File: config.mk
export PLATFORM = sky130hd
export DESIGN_NAME = timed_note_gate_scheduler_unit
export DESIGN_NICKNAME = d
export VERILOG_FILES = /design/src/rtl/tngs_pkg.sv /design/src/rtl/tngs_due.sv /design/src/rtl/timed_note_gate_scheduler_unit.sv
export SDC_FILE = /design/constraint.sdc
export NUM_CORES = 2
export LEC_CHECK = 0
export CORE_ASPECT_RATIO = 0.9
export CORE_MARGIN = 2
export CORE_UTILIZATION = 40
export DETAILED_ROUTE_END_ITERATION = 10
export DONT_BUFFER_PORTS = 1
export GPL_ROUTABILITY_DRIVEN = 0
export PLACE_DENSITY = 0.61
export SYNTH_ARGS = -nofsm -noshare
export SYNTH_HDL_FRONTEND = slang
export SYNTH_HIERARCHICAL = 1
export SYNTH_SLANG_ARGS = --single-unit
File: constraint.sdc
create_clock -name clk -period 6.2 [get_ports clk]
set_input_delay 0.31 -clock clk [delete_from_list [all_inputs] [get_ports clk]]
set_output_delay 0.31 -clock clk [all_outputs]
set_load 0.1 [all_outputs]
File: src/rtl/tngs_pkg.sv
// Shared types and constants for the timed note gate scheduler.
package tngs_pkg;

  // Outputs driven by one expander.
  localparam int OUTS_PER_EXP = 16;
  // Multiplier bits retired one per cycle by the due check.
  localparam int MUL_STEPS = 16;

  // One input item.
  typedef struct packed {
    logic [31:0] elapsed_ms;
    logic        event_valid;
    logic [15:0] event_timestamp;
    logic [7:0]  event_note;
  } item_t;

  // One result item.
  typedef struct packed {
    logic        event_taken;
    logic [1:0]  note_status;
    logic [31:0] output_image;
    logic        any_active;
  } result_t;

  // Note status codes.
  localparam logic [1:0] NOTE_NONE    = 2'd0;
  localparam logic [1:0] NOTE_APPLIED = 2'd1;
  localparam logic [1:0] NOTE_RANGE   = 2'd2;

  // Configuration register indexes.
  localparam logic [2:0] CFG_MULT      = 3'd0;
  localparam logic [2:0] CFG_DIV       = 3'd1;
  localparam logic [2:0] CFG_TRANSPOSE = 3'd2;
  localparam logic [2:0] CFG_HOLD      = 3'd3;

  // Sequencer states.
  typedef enum logic [2:0] {
    S_IDLE,
    S_DUE,
    S_APPLY,
    S_SWEEP,
    S_DRAIN,
    S_DONE
  } state_t;

  // Status from the due check back to the sequencer.
  typedef struct packed {
    logic done;
    logic due;
  } due_status_t;

endpackage

File: src/rtl/tngs_due.sv
// Bit-serial due check: elapsed > stamp*mult/div, done as elapsed*div > stamp*mult.
module tngs_due
  import tngs_pkg::*;
(
  input  logic        clk,
  input  logic        rst,
  input  logic        start,
  input  logic [31:0] elapsed_ms,
  input  logic [15:0] timestamp,
  input  logic [15:0] multiplier,
  input  logic [15:0] divider,
  output due_status_t status
);

  localparam int STEP_W = $clog2(MUL_STEPS + 1);

  logic              busy;
  logic [STEP_W-1:0] cnt;
  logic              done;
  logic              due;

  // stamp * mult, one multiplier bit a cycle
  logic [31:0] p_acc;
  logic [31:0] p_mcand;
  logic [15:0] p_bits;
  // elapsed * div, one multiplier bit a cycle
  logic [47:0] q_acc;
  logic [47:0] q_mcand;
  logic [15:0] q_bits;

  logic last_step;
  assign last_step = (cnt == STEP_W'(MUL_STEPS));

  // Control: step counter and done pulse
  always_ff @(posedge clk) begin
    if (rst) begin
      busy <= 1'b0;
      cnt  <= '0;
      done <= 1'b0;
    end else begin
      done <= 1'b0;
      if (start) begin
        busy <= 1'b1;
        cnt  <= '0;
      end else if (busy) begin
        if (last_step) begin
          busy <= 1'b0;
          done <= 1'b1;
        end else begin
          cnt <= cnt + 1'b1;
        end
      end
    end
  end

  // Datapath: shift-add for both products, compare at the end
  always_ff @(posedge clk) begin
    if (start) begin
      p_acc   <= '0;
      p_mcand <= {16'd0, multiplier};
      p_bits  <= timestamp;
      q_acc   <= '0;
      q_mcand <= {16'd0, elapsed_ms};
      // a zero divider counts as one
      q_bits  <= (divider == 16'd0) ? 16'd1 : divider;
    end else if (busy) begin
      if (last_step) begin
        due <= (q_acc > {16'd0, p_acc});
      end else begin
        if (p_bits[0]) p_acc <= p_acc + p_mcand;
        if (q_bits[0]) q_acc <= q_acc + q_mcand;
        p_mcand <= {p_mcand[30:0], 1'b0};
        q_mcand <= {q_mcand[46:0], 1'b0};
        p_bits  <= {1'b0, p_bits[15:1]};
        q_bits  <= {1'b0, q_bits[15:1]};
      end
    end
  end

  assign status.done = done;
  assign status.due  = due;

endmodule

File: src/rtl/timed_note_gate_scheduler_unit.sv
// Top level of the timed note gate scheduler: sequencer, off-time store, output gates.
//
//  channel   direction  handshake               payload
//  item      in         item_valid/item_stall   item (item_t)
//  result    out        result_valid/result_stall result (result_t)
//  cfg       in         cfg_valid/cfg_ready     cfg_index, cfg_data
//
// Each item passes through the bit-serial due check (16 multiplier bits), the
// note apply, then a sweep of the off-time memory through its single read
// port, one output at a time, and a drain. Reset is synchronous; it clears the
// control state, valid bits and gate image, and loads the configuration defaults.
// The next item is taken while a result waits; a stalled result holds the
// sequencer in its last state until the transfer goes through.
module timed_note_gate_scheduler_unit
  import tngs_pkg::*;
#(
  parameter int NUM_EXPANDERS = 2,
  parameter int LOWEST_NOTE   = 60
) (
  input  logic        clk,
  input  logic        rst,
  input  logic        item_valid,
  output logic        item_stall,
  input  item_t       item,
  output logic        result_valid,
  input  logic        result_stall,
  output result_t     result,
  input  logic        cfg_valid,
  output logic        cfg_ready,
  input  logic [2:0]  cfg_index,
  input  logic [15:0] cfg_data
);

  localparam int NUM_OUT = OUTS_PER_EXP * NUM_EXPANDERS;
  localparam int IDX_W   = $clog2(NUM_OUT);
  localparam int HI_NOTE = LOWEST_NOTE + NUM_OUT - 1;

  // Configuration registers
  logic [15:0] tempo_multiplier;
  logic [15:0] tempo_divider;
  logic [7:0]  transpose;
  logic [15:0] hold_time;

  assign cfg_ready = !rst;

  always_ff @(posedge clk) begin
    if (rst) begin
      tempo_multiplier <= 16'd1;
      tempo_divider    <= 16'd1;
      transpose        <= 8'd0;
      hold_time        <= 16'd100;
    end else if (cfg_valid && cfg_ready) begin
      case (cfg_index)
        CFG_MULT:      tempo_multiplier <= cfg_data;
        CFG_DIV:       tempo_divider    <= cfg_data;
        CFG_TRANSPOSE: transpose        <= cfg_data[7:0];
        CFG_HOLD:      hold_time        <= cfg_data;
        default:       ;
      endcase
    end
  end

  // Sequencer
  state_t state, state_next;
  logic   item_xfer;
  logic   due_start;
  logic   apply_en;
  logic   sweep_rd;
  logic   result_load;
  logic   out_free;

  logic [IDX_W-1:0] sweep_cnt;
  logic             sweep_last;
  due_status_t      due_st;

  assign item_xfer  = item_valid && !item_stall;
  assign out_free   = !result_valid || !result_stall;
  assign sweep_last = (sweep_cnt == IDX_W'(NUM_OUT - 1));

  always_ff @(posedge clk) begin
    if (rst) state <= S_IDLE;
    else     state <= state_next;
  end

  // Next state
  always_comb begin
    state_next = state;
    case (state)
      S_IDLE:  if (item_valid) state_next = S_DUE;
      S_DUE:   if (due_st.done) state_next = S_APPLY;
      S_APPLY: state_next = S_SWEEP;
      S_SWEEP: if (sweep_last) state_next = S_DRAIN;
      S_DRAIN: state_next = S_DONE;
      S_DONE:  if (out_free) state_next = S_IDLE;
      default: state_next = S_IDLE;
    endcase
  end

  // State outputs
  always_comb begin
    item_stall  = 1'b1;
    due_start   = 1'b0;
    apply_en    = 1'b0;
    sweep_rd    = 1'b0;
    result_load = 1'b0;
    case (state)
      S_IDLE: begin
        item_stall = rst;
        due_start  = item_valid && !rst;
      end
      S_APPLY: apply_en = 1'b1;
      S_SWEEP: sweep_rd = 1'b1;
      S_DONE:  result_load = out_free;
      default: ;
    endcase
  end

  // Current item
  item_t cur;
  always_ff @(posedge clk) begin
    if (item_xfer) cur <= item;
  end

  tngs_due u_due (
    .clk        (clk),
    .rst        (rst),
    .start      (due_start),
    .elapsed_ms (item.elapsed_ms),
    .timestamp  (item.event_timestamp),
    .multiplier (tempo_multiplier),
    .divider    (tempo_divider),
    .status     (due_st)
  );

  logic due_ok;
  always_ff @(posedge clk) begin
    if (due_st.done) due_ok <= due_st.due;
  end

  // Note transpose and range check
  logic [7:0]       note;
  logic             in_range;
  logic             taken;
  logic [IDX_W-1:0] note_idx;

  assign note     = cur.event_note + transpose;
  assign in_range = ({1'b0, note} >= 9'(LOWEST_NOTE)) && ({1'b0, note} <= 9'(HI_NOTE));
  assign taken    = cur.event_valid && due_ok;
  assign note_idx = IDX_W'(note - 8'(LOWEST_NOTE));

  logic       taken_r;
  logic [1:0] status_r;
  always_ff @(posedge clk) begin
    if (apply_en) begin
      taken_r  <= taken;
      status_r <= !taken ? NOTE_NONE : (in_range ? NOTE_APPLIED : NOTE_RANGE);
    end
  end

  // Off-time memory, one write and one registered read port
  logic [31:0]      off_mem [NUM_OUT];
  logic             mem_we;
  logic [31:0]      rd_data;
  logic             rd_vld;
  logic             rd_pend;
  logic [IDX_W-1:0] rd_idx;
  logic [NUM_OUT-1:0] vld;

  assign mem_we = apply_en && taken && in_range;

  always_ff @(posedge clk) begin
    if (mem_we) off_mem[note_idx] <= cur.elapsed_ms + {16'd0, hold_time};
    if (sweep_rd) begin
      rd_data <= off_mem[sweep_cnt];
      rd_vld  <= vld[sweep_cnt];
      rd_idx  <= sweep_cnt;
    end
  end

  // Sweep address counter
  always_ff @(posedge clk) begin
    if (rst) begin
      sweep_cnt <= '0;
      rd_pend   <= 1'b0;
    end else begin
      rd_pend <= sweep_rd;
      if (apply_en)      sweep_cnt <= '0;
      else if (sweep_rd) sweep_cnt <= sweep_cnt + 1'b1;
    end
  end

  // Entries never written read as an off time of zero
  logic [31:0] rd_off;
  assign rd_off = rd_vld ? rd_data : 32'd0;

  // Gate image and valid bits
  logic [NUM_OUT-1:0] image;
  always_ff @(posedge clk) begin
    if (rst) begin
      image <= '0;
      vld   <= '0;
    end else begin
      if (mem_we) begin
        image[note_idx] <= 1'b1;
        vld[note_idx]   <= 1'b1;
      end
      if (rd_pend && (cur.elapsed_ms > rd_off)) image[rd_idx] <= 1'b0;
    end
  end

  // Output register
  always_ff @(posedge clk) begin
    if (rst) begin
      result_valid <= 1'b0;
    end else if (result_load) begin
      result_valid <= 1'b1;
    end else if (!result_stall) begin
      result_valid <= 1'b0;
    end
  end

  always_ff @(posedge clk) begin
    if (result_load) begin
      result.event_taken  <= taken_r;
      result.note_status  <= status_r;
      result.output_image <= 32'(image);
      result.any_active   <= |image;
    end
  end

  // Checks
  a_result_after_done: assert property (@(posedge clk) disable iff (rst)
    (state == S_DONE && out_free) |=> result_valid)
    else $error("finished item did not reach the output register");

  a_status_matches_taken: assert property (@(posedge clk) disable iff (rst)
    result_valid |-> (result.event_taken == (result.note_status != NOTE_NONE)))
    else $error("note status disagrees with event_taken");

  a_due_done_in_due: assert property (@(posedge clk) disable iff (rst)
    due_st.done |-> (state == S_DUE))
    else $error("due check finished outside its wait state");

  a_write_only_on_apply: assert property (@(posedge clk) disable iff (rst)
    mem_we |=> (state == S_SWEEP && sweep_cnt == '0))
    else $error("off-time write not followed by a fresh sweep");

endmodule

==> flow_metrics.py <==
metrics = {
    "clock_network": {
        "cts_htree_levels": 4,
        "cts.sinks": 1473,
        "clock_path_buffers": 3,
        "cts_tree": "yes",
        "root_buffer": "clkbuf_16",
        "clkTransAtPathRegs_ns": 0.06,
        "cts_buffers": 154,
        "worstSkewPairLatency_ns": 0.79,
    },
    "drt": {
        "wl_mm": 152,
        "first_iter_violations": 3809,
        "avgViaCountPerCell": 5.63,
        "ant_nets": 0,
        "vias": 34800,
        "wl_per_cell_um": 24.7,
        "drc_errors": 0,
        "firstDrtPassIters": 5,
    },
    "critical_path": {
        "cp-startpoint": "cur[0]",
        "end_kind": "flop",
        "critPathKind": "flop to flop",
        "cp.required_ns": 6.67,
        "crit_arrival_ns": 5.23,
        "worst-path-max-fanout": 22,
        "worstReg2RegStart": "cur[0]",
        "startpoint_type": "flop",
    },
    "power": {
        "p_per_area_nw_per_um2": 304,
        "swShare": 0.234,
        "p_leak_nw": 23.3,
        "max-vdd-ir-drop_mv": 0.250,
        "power_frac_comb": 0.080,
        "p_int_w": 0.0166,
        "p_sw_w": 0.00508,
        "seqPwrFrac": 0.509,
        "clkPwrFrac": 0.411,
    },
    "sta": {
        "hold_viol": 0,
        "finalCritPeriodShare": 0.768,
        "finClkSkew_ns": 0.0229,
        "period_needed_ns": 4.76,
        "slew_viol_final": 0,
        "worst_pin_slew_ns": 1.30,
        "relSlewSlack": 0.137,
        "finalSetupViolations": 0,
        "rsz0062_at_grt": "no",
        "tns_ns": 0,
        "clock.fmax_mhz": 210,
    },
    "placed_design": {
        "placed_cells": 5794,
        "hpwlAfterDp_mm": 99.4,
        "numPortBuffers": 0,
    },
    "synthesis": {
        "netlist_instances": 3820,
        "syn_avg_cell_area_um2": 16.3,
        "yosys-mux-area-fraction": 0.144,
        "synth_top_family_by_area": "multiplexers",
        "ys_async_sr_fraction": 0,
        "synth_area_leaders": "edfxtp_1 59%, mux4_2 12%, dfxtp_1 8.0%",
        "synth_top_area_share": 0.589,
        "synth_compound_area_frac": 0.0615,
        "syn_nets": 4076,
        "ys_ff_latch": 1473,
        "synth.distinct_cells": 93,
        "synth_flop_cell": "edfxtp_1",
        "synth-seq-area-share": 0.669,
        "synth_edf_count": 1224,
        "synth_area_um2": 62400,
        "synthAdderAreaFrac": 0.0356,
        "yosys_warnings": 6,
        "synth_xor_area_frac": 0.0143,
        "yosys.area_share.simple": 0.0568,
        "synth_area_leader_cell": "edfxtp_1",
    },
    "floorplanning": {
        "core-area_um2": 155000,
        "die_x_um": 420,
        "io_pins": 120,
        "dieArea_um2": 159000,
        "die_h_um": 379,
        "row_count": 137,
        "initial_core_util": 0.403,
    },
    "layout": {
        "layout.nets": 4217,
        "finalNonFillerCells": 6180,
        "post-route-util": 0.460,
        "synthToLayoutAreaGrowth_pct": 14.2,
        "drive_above_1_share": 0.204,
    },
    "run_status": {
        "status": "completed",
    },
    "global_route": {
        "grt.total_usage": 0.192,
        "grt_max_degree": 113,
        "overflow": 0,
        "grt_pass1_vias": 34100,
        "grt_pass1_wl_mm": 227,
        "grt_antenna_before_repair": 14,
    },
    "worst_hold_path": {
        "hp-start": "cfg_index[1]",
        "hp-class": "primary input to flop",
    },
    "flow_run": {
        "maxCapViolations": 0,
    },
}
area by class of cell:
class | count | area (um^2)
Fill cell | 13300 | 83700
Sequential cell | 1473 | 41800
Multi-Input combinational cell | 2074 | 20100
Clock buffer | 198 | 4180
Tap cell | 2085 | 2610
Timing Repair Buffer | 166 | 1580
Clock inverter | 86 | 684
Inverter | 92 | 345
Antenna cell | 6 | 15.0
Yosys cell counts (11+ instances only):
cell / count
ha_1: 171
nand2b_1: 18
a22o_1: 11
nor3_1: 24
nor3b_1: 14
a31oi_1: 46
nand2_1: 304
o21ai_0: 63
and2_1: 17
mux2i_1: 44
nand3_1: 51
dfxtp_1: 249
a21o_1: 60
xnor2_1: 65
nand4_1: 33
a221oi_1: 11
buf_1: 29
o21bai_1: 17
inv_1: 92
mux4_2: 330
nor4_1: 20
nor2b_1: 20
buf_2: 14
o2bb2ai_1: 16
a21oi_1: 228
nor2_1: 156
xor2_1: 37
mux2_2: 99
a211oi_1: 43
and3_1: 22
o21a_1: 13
clkbuf_1: 123
edfxtp_1: 1224
cells in the final DEF (no fill, tap or decap), types with 22 or more instances in the layout:
cell           netlist  final
mux2_2              99     99
and3_1              22     22
nand3_1             51     51
a21o_1              60     60
clkinv_2             0     27
edfxtp_1          1224   1224
mux4_2             330    330
a211oi_1            43     43
a31oi_1             46     46
nor2_1             156    130
nor3_1              24     24
nand2_1            304    303
xnor2_1             65     46
o21ai_0             63     63
ha_1               171    171
nor2_4               0     26
mux2i_1             44     44
a21oi_1            228    227
buf_4                4     64
clkbuf_1           123     31
xor2_1              37     28
inv_1               92     83
nand4_1             33     33
dlygate4sd3_1        0     95
clkbuf_16            0    157
dfxtp_1            249    244
clkinv_1             0     31
critical path, stage by stage (launching register included):
cell       delay [ns]
edfxtp_1         0.36
ha_1             0.24
fa_1             0.42
xor2_1           0.43
ha_1             0.39
nand4bb_4        0.18
a221oi_4         0.66
nand2_1          0.59
nor2_4           0.80
buf_4            0.34
flip-flops by register name (all words and copies together) (netlist names), 32 cells and up:
register / flops
off_mem: 1024
u_due/q_acc: 48
u_due/q_mcand: 48
cur: 41
result: 36
image: 32
rd_data: 32
u_due/p_acc: 32
u_due/p_mcand: 32
vld: 32
through the flow:
step                area (um^2)  setup WS, ns  hold WS, ns  total power [W]
floorplan                 62400          1.75        0.379           0.0125
global placement          65400          1.46        0.392           0.0129
detailed placement        65400          1.41        0.392           0.0129
CTS                       71300          1.38       0.0395           0.0219
global route              71300          1.05       0.0841           0.0225
finish                    71300          1.44       0.0943           0.0217
what timing repair did:
item,CTS,global route
setup buffers,0,0
resized for setup,0,0
hold endpoints to repair,245,0
hold buffers,96,0
power by group through the flow:
stage / combinational [W] / sequential, W / clock (W)
finish: 0.00173 / 0.0110 / 0.00892
global route: 0.00194 / 0.0111 / 0.00949
CTS: 0.00173 / 0.0110 / 0.00909
detailed placement: 0.00164 / 0.0113 / 0
global placement: 0.00161 / 0.0113 / 0
floorplan: 0.00127 / 0.0112 / 0
kinds of logic (layout without fill, tap and decap cells):
group,Yosys count,in the layout
AO/OA/AOI/OAI,584,584
XOR/XNOR,102,102
multiplexers,474,474
AND/OR/NAND/NOR,739,739
adder cells (fa/ha/maj),175,175
buffers and inverters,273,542
flip-flops,1473,1473
other,0,6
routing by layer:
metal	routed length [um]	share of wire	global-route usage
met2	68900	0.45	0.290
met5	69	0.00045	0
met3	10400	0.068	0.0350
met1	70500	0.46	0.287
met4	2540	0.017	0.0450
path summary, 6_finish.rpt:
check / end / cells after the start / slack (ns)
setup / recovery: off_mem[12][26] / 9 / 1.44
hold / removal: transpose[3] / 4 / 0.09
setup reg to reg: off_mem[12][26] / 9 / 1.44
hold reg to reg: result[35] / 0 / 0.43
(Power assumes the default switching activity.)
